--- src/rtl/core/nfpe_ram.sv ---
// ---------------------------------------------------------------------------
// nfpe_ram
// Generic single-write, single-read RAM with registered read data.
// ---------------------------------------------------------------------------
module nfpe_ram #(
    parameter int unsigned WIDTH = 63,
    parameter int unsigned DEPTH = 64
) (
    input  logic                     i_clk,
    input  logic                     i_we,
    input  logic [$clog2(DEPTH)-1:0] i_waddr,
    input  logic [WIDTH-1:0]         i_wdata,
    input  logic [$clog2(DEPTH)-1:0] i_raddr,
    output logic [WIDTH-1:0]         o_rdata
);

    logic [WIDTH-1:0] r_mem [DEPTH];
    logic [WIDTH-1:0] r_rdata;

    always_ff @(posedge i_clk) begin
        if (i_we) begin
            r_mem[i_waddr] <= i_wdata;
        end
        r_rdata <= r_mem[i_raddr];
    end

    assign o_rdata = r_rdata;

endmodule

--- config.mk ---
export PLATFORM = sky130hd
export DESIGN_NAME = nfpe_ram
export DESIGN_NICKNAME = d
export VERILOG_FILES = /design/src/rtl/core/nfpe_ram.sv
export SDC_FILE = /design/constraint.sdc
export NUM_CORES = 2
export LEC_CHECK = 0
export ABC_CLOCK_PERIOD_IN_PS = 7500
export BUFFER_PORTS_ARGS = -buffer_cell sky130_fd_sc_hd__buf_4
export CELL_PAD_IN_SITES_DETAIL_PLACEMENT = 0
export CELL_PAD_IN_SITES_GLOBAL_PLACEMENT = 1
export CORE_ASPECT_RATIO = 1.75
export CORE_MARGIN = 8
export CORE_UTILIZATION = 41
export DETAILED_ROUTE_END_ITERATION = 12
export GPL_ROUTABILITY_DRIVEN = 0
export PLACE_DENSITY = 0.61
export SYNTH_ARGS = -nofsm -noshare
export SYNTH_HDL_FRONTEND = slang
export SYNTH_SLANG_ARGS = --single-unit
export TNS_END_PERCENT = 30
--- constraint.sdc ---
create_clock -name i_clk -period 7.5 [get_ports i_clk]
set_clock_uncertainty 0.1 [all_clocks]
set_input_delay 0.75 -clock i_clk [delete_from_list [all_inputs] [get_ports i_clk]]
set_output_delay 0.75 -clock i_clk [all_outputs]
set_load 0.02 [all_outputs]
==> impl_metrics.toml <==
[run_status]
status = "finished clean"

[critical_path]
reg2reg_depth = 4
path_depth = 9
required_ps = 8260
cp-endpoint = "o_rdata[21]"
end_kind = "register"
crit_top_cell = "buf_4"
crit_path_max_incr_delay_ps = 740
arrival_ps = 4410
rr_startpoint = "r_mem[0][2]"
critPathMaxFanout = 46
cp_num_buf_inv = 4
crit_type = "primary input to register"
cp-startpoint = "i_raddr[2]"
path_delay_family = "simple AND/OR/NAND/NOR gates"
r2r_end = "o_rdata[2]"
start_kind = "primary input"
crit_slowest_cell = "nor4_1"
r2r_slack_ps = 5370
path_cells = "buf_8 -> nor2b_2 -> buf_4 -> nand2_4 -> buf_4 -> buf_4 -> o22ai_1 -> nor4_1 -> o22a_1"

[routing]
dr.pass1.iters = 8
vias_per_cell = 6.114
drtAntennaViolNets = 0
routed_wl_mm = 461.7
wl_per_cell_um = 38.12
drc_errors = 0
drt_iter0_markers = 8144
via_count = 74050

[logic_synthesis]
syn_avg_cell_area_sq_um = 23.39
yosys_warnings = 0
synth_async_sr_flop_share_pct = 0
synth_flop_cell = "edfxtp_1"
syn_area_sq_mm = 0.1533
synth_cell_types = 34
synth_edf_count = 4032
ys_ff_latch = 4095
synth_top_area_share_pct = 78.98
synthTopCellsByArea = "edfxtp_1, mux4_2, o22ai_1, dfxtp_1, mux2i_1"
synth_cells = 6555
yosys.area.top_type = "edfxtp_1"
seq_area_frac_synth_pct = 79.80
syn-num-nets = 6632

[clocking]
cts_tree = "yes"
cts-root-buf = "clkbuf_16"
cts_sinks = 4095
clk_latency_ps = 930
post-cts-setup-buffers = 0
htree_levels = 5
clkTransAtPathRegs_ps = 60
hold_buffers = 0
cts_resized = 0
cts.path.max_buffers = 4
cts_buffers = 358

[power_and_ir_drop]
ir_drop_mv = 0.2078
power_density_mw_per_mm2 = 268.1
p_leak_uw = 0.05279
power_uw = 46350

[grt]
antenna_found_initial = 32
gr-total-overflow = 0
grt_pass1_wl_mm = 629.6
grt_pass1_vias = 75850
grt_max_degree = 105
grt_usage_pct = 22.83

[timing]
holdWs_ps = 172.4
tns_ps = 0
setup_viol = 0
period_needed_ps = 3653
hold_viol_final = 0
tightest_slew_ps = 1178
drv_slew = 0
maxSlewHeadroom_pct = 20.77
grt_setup_unrepaired = "no"
finalCritPeriodShare_pct = 48.71
max_freq_ghz = 0.2738

[finish]
seqCellArea_sq_mm = 0.1223
nFillCells = 30780
multiInputGateArea_sq_mm = 0.02967
area_growth_pct = 12.77
finalNetCount = 6955
drive_gt1_share_pct = 26.68

[min_path]
min_path_type = "primary input to register"
min_from = "i_waddr[1]"

[place]
dp_hpwl_mm = 249.6
port-buffer-count = 139

[floorplanning]
initial_core_util_pct = 41.09
dieArea_sq_mm = 0.3945
rows = 297
die-height_um = 824.9
die_w_um = 478.2
ioPinCount = 140
core-area_sq_mm = 0.3731

[flow_run]
drv_cap = 0
[layout make-up]
class | instances | share of cell area (%)
Multi-Input combinational cell | 2079 | 17.16
Antenna cell | 11 | 0.01592
Timing Repair Buffer | 344 | 1.813
Sequential cell | 4095 | 70.76
Clock inverter | 190 | 1.094
Tap cell | 4933 | 3.570
Clock buffer | 459 | 5.582
[state kept, by name, summed over array words and instances, names as in the netlist]
register and cells:
o_rdata 63, r_mem 4032
[per-stage QoR]
step	cells	setup slack [ps]	utilization (%)	instance area, sq um
3_3_place_gp	11450	3030	43.24	161300
4_1_cts	12100	4041	46.33	172900
2_1_floorplan	6555	1310	-	153300
5_1_grt	12110	4007	46.33	172900
6_report	12110	3847	46.34	172900
3_5_place_dp	11450	3042	43.24	161300
[layer usage]
metal / up-vias / GRT usage, % / wire [um]
met5: - / 0 / 110
met4: 18 / 7.488 / 17120
met3: 735 / 3.175 / 29060
met2: 2988 / 41.97 / 248300
met1: 41400 / 27.73 / 167100
li1: 28910 / - / -
[placed cells by master (no fill, tap or decap), types with 3 or more instances in the layout]
master,Yosys,final
buf_12,0,41
clkinv_2,0,62
clkbuf_1,164,80
a22oi_1,50,50
nor2_4,0,62
clkinvlp_4,0,16
nor2b_1,87,85
edfxtp_1,4032,4032
nand3_1,27,26
inv_6,0,11
nor3_1,55,53
o22a_1,53,53
buf_4,51,299
mux4_2,963,963
mux2i_1,104,104
a21oi_1,14,14
or2_2,6,6
dfxtp_1,63,63
o211a_1,10,10
a31oi_1,10,10
bufinv_16,0,34
nand2b_2,0,3
clkbuf_16,0,367
o21ai_0,10,10
a211oi_1,103,103
clkinv_8,0,5
nand2_4,0,5
nand2_1,23,17
clkinv_4,0,3
diode_2,0,11
clkinv_1,0,57
nor2_1,125,62
nand2b_1,12,4
nor4_1,53,53
o221ai_1,63,63
o22ai_1,299,299
nand2b_4,0,5
clkbuf_8,0,12
[how the worst min path moves through the flow]
stage | to | slack, ps | depth (start not counted)
2_1_floorplan | o_rdata[11] | 600 | 5
3_3_place_gp | o_rdata[57] | 730 | 4
3_5_place_dp | o_rdata[61] | 730 | 4
4_1_cts | r_mem[49][0] | 100 | 2
5_1_grt | r_mem[48][5] | 150 | 2
6_report | r_mem[49][0] | 170 | 2
[Yosys cell counts, types with 6 or more instances]
cell type     n
nor4_1       53
buf_6        16
nand3_1      27
mux2i_1     104
a211oi_1    103
nor2_1      125
o22ai_1     299
mux4_2      963
o211a_1      10
a31oi_1      10
o221ai_1     63
or2_2         6
o21ai_0      10
dfxtp_1      63
buf_4        51
a22oi_1      50
a21oi_1      14
nand2b_1     12
nand2_1      23
o22a_1       53
edfxtp_1   4032
clkbuf_1    164
nor3_1       55
buf_2       115
nor2b_1      87
buf_1        35
[worst reg2reg max path, delay by kind of cell (launching register included)]
family | cells | cell delay, ps
and+or+nand+nor | 1 | 980
DFF | 1 | 350
AOI/OAI and AO/OA | 2 | 350
muxes | 1 | 280
[power breakdown]
part | switching (uW) | internal, uW
registers | 144 | 25300
clock network | 8330 | 10300
logic | 1460 | 794
total | 9930 | 36400
[kinds of logic after synthesis]
logic type	share of synthesized area, %
AO/OA/AOI/OAI	2.817
AND/OR/NAND/NOR	1.329
flip-flops	79.80
buffers and inverters	1.230
multiplexers	14.83
Power figures use the tool's default switching activity.
