<file path="src/rtl/core/nfpe_pkg.sv">
// ---------------------------------------------------------------------------
// nfpe_pkg
// Types, request codes and modular add/subtract helpers for the Newton-form
// polynomial evaluator.
// ---------------------------------------------------------------------------
package nfpe_pkg;

    localparam int unsigned DW = 63;

    localparam logic [1:0] REQ_WR_COEF  = 2'd0;
    localparam logic [1:0] REQ_WR_NODE  = 2'd1;
    localparam logic [1:0] REQ_EVAL     = 2'd2;
    localparam logic [1:0] REQ_ROW      = 2'd3;

    localparam logic CFG_MODULUS = 1'b0;
    localparam logic CFG_DEGREE  = 1'b1;

    localparam logic [DW-1:0] MODULUS_RESET = 63'h7FFF_FFFF_FFFF_FFE7;

    typedef struct packed {
        logic [1:0]    req_type;
        logic [6:0]    index;
        logic [DW-1:0] operand;
    } t_req;

    typedef struct packed {
        logic [DW-1:0] value;
        logic [DW-1:0] eta;
        logic          status;
    } t_rsp;

    function automatic logic [DW-1:0] madd(input logic [DW-1:0] a,
                                           input logic [DW-1:0] b,
                                           input logic [DW-1:0] m);
        logic [DW:0] s;
        logic [DW:0] d;
        s = {1'b0, a} + {1'b0, b};
        d = s - {1'b0, m};
        madd = (s >= {1'b0, m}) ? d[DW-1:0] : s[DW-1:0];
    endfunction

    function automatic logic [DW-1:0] msub(input logic [DW-1:0] a,
                                           input logic [DW-1:0] b,
                                           input logic [DW-1:0] m);
        logic [DW-1:0] d;
        d = a - b;
        msub = (a >= b) ? d : d + m;
    endfunction

endpackage

</file>
<file path="src/rtl/core/nfpe_mulmod.sv">
// ---------------------------------------------------------------------------
// nfpe_mulmod
// Bit-serial modular multiplier: double then conditional add, one
// compare-subtract per cycle, multiplier bits shifted out MSB first.
// ---------------------------------------------------------------------------
module nfpe_mulmod (
    input  logic                   i_clk,
    input  logic                   i_rst_n,
    input  logic                   i_start,
    input  logic [nfpe_pkg::DW-1:0] i_a,
    input  logic [nfpe_pkg::DW-1:0] i_b,
    input  logic [nfpe_pkg::DW-1:0] i_m,
    output logic                   o_done,
    output logic [nfpe_pkg::DW-1:0] o_r
);
    import nfpe_pkg::*;

    logic          r_busy;
    logic          r_phase;
    logic          r_done;
    logic [5:0]    r_cnt;
    logic [DW-1:0] r_a;
    logic [DW-1:0] r_b;
    logic [DW-1:0] r_r;
    logic [DW-1:0] r_m;
    logic [DW-1:0] addend;

    assign addend = r_phase ? (r_b[DW-1] ? r_a : '0) : r_r;

    always_ff @(posedge i_clk) begin
        if (!i_rst_n) begin
            r_busy  <= 1'b0;
            r_phase <= 1'b0;
            r_done  <= 1'b0;
        end else begin
            r_done <= 1'b0;
            if (i_start) begin
                r_busy  <= 1'b1;
                r_phase <= 1'b0;
            end else if (r_busy) begin
                r_phase <= ~r_phase;
                if (r_phase && r_cnt == 6'd0) begin
                    r_busy <= 1'b0;
                    r_done <= 1'b1;
                end
            end
        end
    end

    always_ff @(posedge i_clk) begin
        if (i_start) begin
            r_a   <= i_a;
            r_b   <= i_b;
            r_m   <= i_m;
            r_r   <= '0;
            r_cnt <= 6'(DW - 1);
        end else if (r_busy) begin
            r_r <= madd(r_r, addend, r_m);
            if (r_phase) begin
                r_b   <= {r_b[DW-2:0], 1'b0};
                r_cnt <= r_cnt - 6'd1;
            end
        end
    end

    assign o_done = r_done;
    assign o_r    = r_r;

`ifndef SYNTHESIS
    a_done_idle: assert property (@(posedge i_clk) disable iff (!i_rst_n)
        r_done |-> !r_busy) else $error("done while busy");
    a_acc_reduced: assert property (@(posedge i_clk) disable iff (!i_rst_n)
        r_busy && !$past(i_start) |-> r_r < r_m) else $error("accumulator unreduced");
`endif

endmodule

</file>
<file path="config.mk">
export PLATFORM = sky130hd
export DESIGN_NAME = nfpe_mulmod
export DESIGN_NICKNAME = d
export VERILOG_FILES = /design/src/rtl/core/nfpe_pkg.sv /design/src/rtl/core/nfpe_mulmod.sv
export SDC_FILE = /design/constraint.sdc
export NUM_CORES = 1
export LEC_CHECK = 0
export ABC_AREA = 0
export BUFFER_PORTS_ARGS = -buffer_cell sky130_fd_sc_hd__buf_2
export CORE_MARGIN = 10
export CORE_UTILIZATION = 45
export CTS_CLUSTER_SIZE = 25
export DETAILED_ROUTE_END_ITERATION = 12
export PLACE_DENSITY = 0.63
export SLEW_MARGIN = 20
export SYNTH_ARGS = -nofsm -noshare
export SYNTH_HDL_FRONTEND = slang
export SYNTH_SLANG_ARGS = --single-unit
</file>
<file path="constraint.sdc">
create_clock -name i_clk -period 8.4 [get_ports i_clk]
set_clock_uncertainty 0.1 [all_clocks]
set_input_delay 1.68 -clock i_clk [delete_from_list [all_inputs] [get_ports i_clk]]
set_output_delay 1.68 -clock i_clk [all_outputs]
set_load 0.02 [all_outputs]
</file>
==> metrics.md <==
| Metric | Value |
|---|---|
| Outcome | `finished clean` |
| Final Cell Area | `around 21000 µm²` |
| Max frequency | `0.1306 GHz` |
| EDFF count, synth | `roughly 190` |
| Min Tclk post-route | `between 7 and 8 ns` |
| Syn nets | `approximately 2300` |
| Setup Buffers After CTS | `0` |
| Post-route clock period utilization | `between 90% and 100%` |
| Total Power | `5.756 mW` |
| Top Family by Delay on Critical Path | `compound AO/OA/AOI/OAI gates` |
| Largest net degree at the start of global routing | `166` |
| Worst EP arrival | `approximately 8 ns` |
| Post-cts repair resize count | `0` |
| Post-synth top flop | `edfxtp_1` |
| Cell variety after synth | `86` |
| TritonCTS clock tree | `yes` |
| Flop pwr share | `28.0%` |
| Global route overflow | `0` |
| Hold_sp | `o_r[8]$_SDFFE_PP0P_` |
| Antenna Nets Post-Route | `0` |
| Clock Power Share | `22.9%` |
| Top Ports | `256` |
| Area Growth Syn to Fin | `14.50%` |
| Die area | `48410 µm²` |
| Final hold violations | `0` |
| Flops & latches, synth | `roughly 260` |
| Area after DPL | `just under 20000 µm²` |
| Slew HR | `between 30% and 40%` |
| Vias in the first global route | `about 15000` |
| Startpoint types | `flop` |
| Via count | `15410` |
| Die Span Y | `approximately 220 µm` |
| RR Startpoint | `r_phase$_SDFFE_PP0P_` |
| Worst-path clk slew | `0.06 ns` |
| HP Class | `flop to flop` |
| Clock sink count | `~260` |
| WP buf/inv | `4` |
| First-pass GRT wire length | `83130 µm` |
| H-tree level count | `1` |
| Power density cells | `between 200 and 300 nW/µm²` |
| # setup viols final | `0` |
| Most used routing layer | `met2` |
| Maximum vdd drop | `roughly 170 µV` |
| Pre-antenna DRT Iters | `5` |
| Antenna violations before repair | `11` |
| RSZ-0062 raised after global routing | `no` |
| Total Routing Usage GR | `21.30%` |
| CTS Hold Buffers Added | `0` |
| Slew Limit Fails | `0` |
| Share of flip-flops with an asynchronous set or reset | `0%` |
| Cell area after synthesis | `18000 µm²` |
| Critical path class | `flop to flop` |
| Crit Path Max Fanout | `25` |
| CP peak stage delay | `~0.51 ns` |
| NetSw | `2.410 mW` |
| GP Congestion | `0.9844` |
| Logic gate share of total power | `49.0%` |
| CTS max path bufs | `3` |
| CTS Root Cell | `clkbuf_16` |
| Most common cell after layout, fill and taps aside | `nand2_1` |
| Final wirelength | `around 53000 µm` |
| Num CTS Buffers | `30` |
| Share of cells above drive strength 1 | `about a fifth` |
| Met3 Use GR | `roughly 5.6%` |
| Commonest non-fill, non-tap cells in the layout | `nand2_1, buf_2, edfxtp_1, inv_1, a21oi_1` |
| Fin nets | `~2500` |
| Avg Inst Size Synth | `slightly above 9 µm²` |
| Worst setup path startpoint | `r_phase$_SDFFE_PP0P_` |
| Die W | `~220 µm` |
| Sequential fraction of the synthesis area | `a little under 40%` |
| Leak pwr | `between 8 and 9 nW` |
| Met1 Use GR | `between 20% and 30%` |
| Initial Util | `a little under half` |
| Slew @ Worst Pin | `0.9473 ns` |
| Syn. warnings | `0` |
| Iter 0 DRT Violations | `~1200` |
| Worst Path Required | `roughly 8.8 ns` |
| Final Util | `between 50% and 60%` |
| Crit end category | `flop` |
| GR met2 Demand/Resource | `around 34%` |
| Drt via density | `5.654` |
| Worst-Skew Late Latency | `0.59 ns` |
| Drc violations | `0` |
| Row cnt | `73` |
| DP HPWL | `40610 µm` |
| Sw frac | `41.86%` |
| Crit-path slowest cell | `and2_2` |
| Mean routed wirelength per cell | `just under 20 µm` |
| Cells after synthesis | `1980` |
| IO Port Bufs | `255` |
| Sum Neg Setup Slack | `0 ns` |
| Core box area | `roughly 40000 µm²` |
| Internal power | `between 3 and 4 mW` |
| Max cap viols | `0` |
==> state kept, by name, indices dropped and copies added, names as in the netlist <==
register  count
o_r          63
r_b          63
r_cnt         6
o_done        1
r_phase       1
r_m          63
r_busy        1
r_a          63
==> worst register-to-register path: cells and delay by family (launching register included) <==
| kind | cells | cell delay, ns |
|---|---|---|
| xor gates and xnor gates | 1 | 0.26 |
| and+or+nand+nor | 8 | 1.77 |
| AOI/OAI and AO/OA | 13 | 3.38 |
| buffers and inverters | 4 | 0.74 |
| adders and majority gates | 3 | 0.98 |
| DFF | 1 | 0.32 |
==> path summary, 6_finish.rpt <==
path                               to  slack [ns]  depth (start not counted)
setup / recovery  o_r[6]$_SDFFE_PP0P_        0.74                         29
hold / removal    o_r[8]$_SDFFE_PP0P_        0.41                          2
setup reg to reg  o_r[6]$_SDFFE_PP0P_        0.74                         29
hold reg to reg   o_r[8]$_SDFFE_PP0P_        0.41                          2
==> cells in the mapped netlist, types with 9 or more instances <==
master / number / area share (%)
a211oi_1: 16 / 0.67
a21o_1: 67 / 2.8
a21oi_1: 156 / 4.3
a221oi_1: 12 / 0.58
a311oi_1: 38 / 1.8
a31oi_1: 21 / 0.73
and2_1: 11 / 0.38
and3_1: 10 / 0.35
buf_2: 25 / 0.69
clkbuf_1: 76 / 1.6
dfxtp_1: 72 / 8.0
edfxtp_1: 189 / 32
ha_1: 127 / 8.8
inv_1: 171 / 3.6
mux2_2: 62 / 3.9
nand2_1: 259 / 5.4
nand2b_1: 11 / 0.38
nand3_1: 24 / 0.67
nand4_1: 35 / 1.2
nor2_1: 114 / 2.4
nor3_1: 24 / 0.67
o211ai_1: 12 / 0.50
o21a_1: 11 / 0.46
o21ai_0: 121 / 3.4
o21ai_1: 23 / 0.64
o21bai_1: 32 / 1.3
o31ai_1: 9 / 0.38
xnor2_1: 79 / 3.8
xor2_1: 43 / 2.1
==> stage by stage <==
step	setup WS [ns]	std cells	hold slack [ns]
global route	0.3180	2722	0.4325
global placement	1.060	2665	0.3724
detailed placement	0.9730	2665	0.3876
finish	0.7449	2725	0.4088
floorplan	1.907	1980	0.3594
CTS	0.9210	2720	0.4155
==> logic make-up after synthesis <==
logic type / count (synthesis) / synth area share (%)
AO/OA/AOI/OAI: 599 / 22.47
XOR/XNOR: 122 / 5.935
adder cells (fa/ha/maj): 129 / 9.049
buffers and inverters: 279 / 6.074
flip-flops: 261 / 39.53
multiplexers: 65 / 4.045
AND/OR/NAND/NOR: 525 / 12.90
==> area by class of cell <==
type,instances,area (µm²)
Fill cell,3783,19030
Multi-Input combinational cell,1440,9801
Sequential cell,261,7122
Timing Repair Buffer,267,1389
Clock buffer,41,822.0
Tap cell,525,656.9
Inverter,172,645.6
Clock inverter,14,166.4
Antenna cell,5,12.51
==> power by group through the flow <==
| stage | clock, mW | combinational, mW | sequential [mW] |
|---|---|---|---|
| global placement | 0 | 2.76 | 1.64 |
| global route | 1.40 | 3.09 | 1.63 |
| detailed placement | 0 | 2.77 | 1.64 |
| finish | 1.32 | 2.82 | 1.61 |
| floorplan | 0 | 2.05 | 1.67 |
| CTS | 1.36 | 2.79 | 1.61 |
==> routing by layer <==
layer | vias up | part of all wire, %
met1 | 7305 | 45
met5 | - | 0.24
met3 | 82 | 7.4
met2 | 465 | 46
li1 | 7540 | -
met4 | 16 | 2.4
Note: power is estimated with default switching activity, not from simulation.
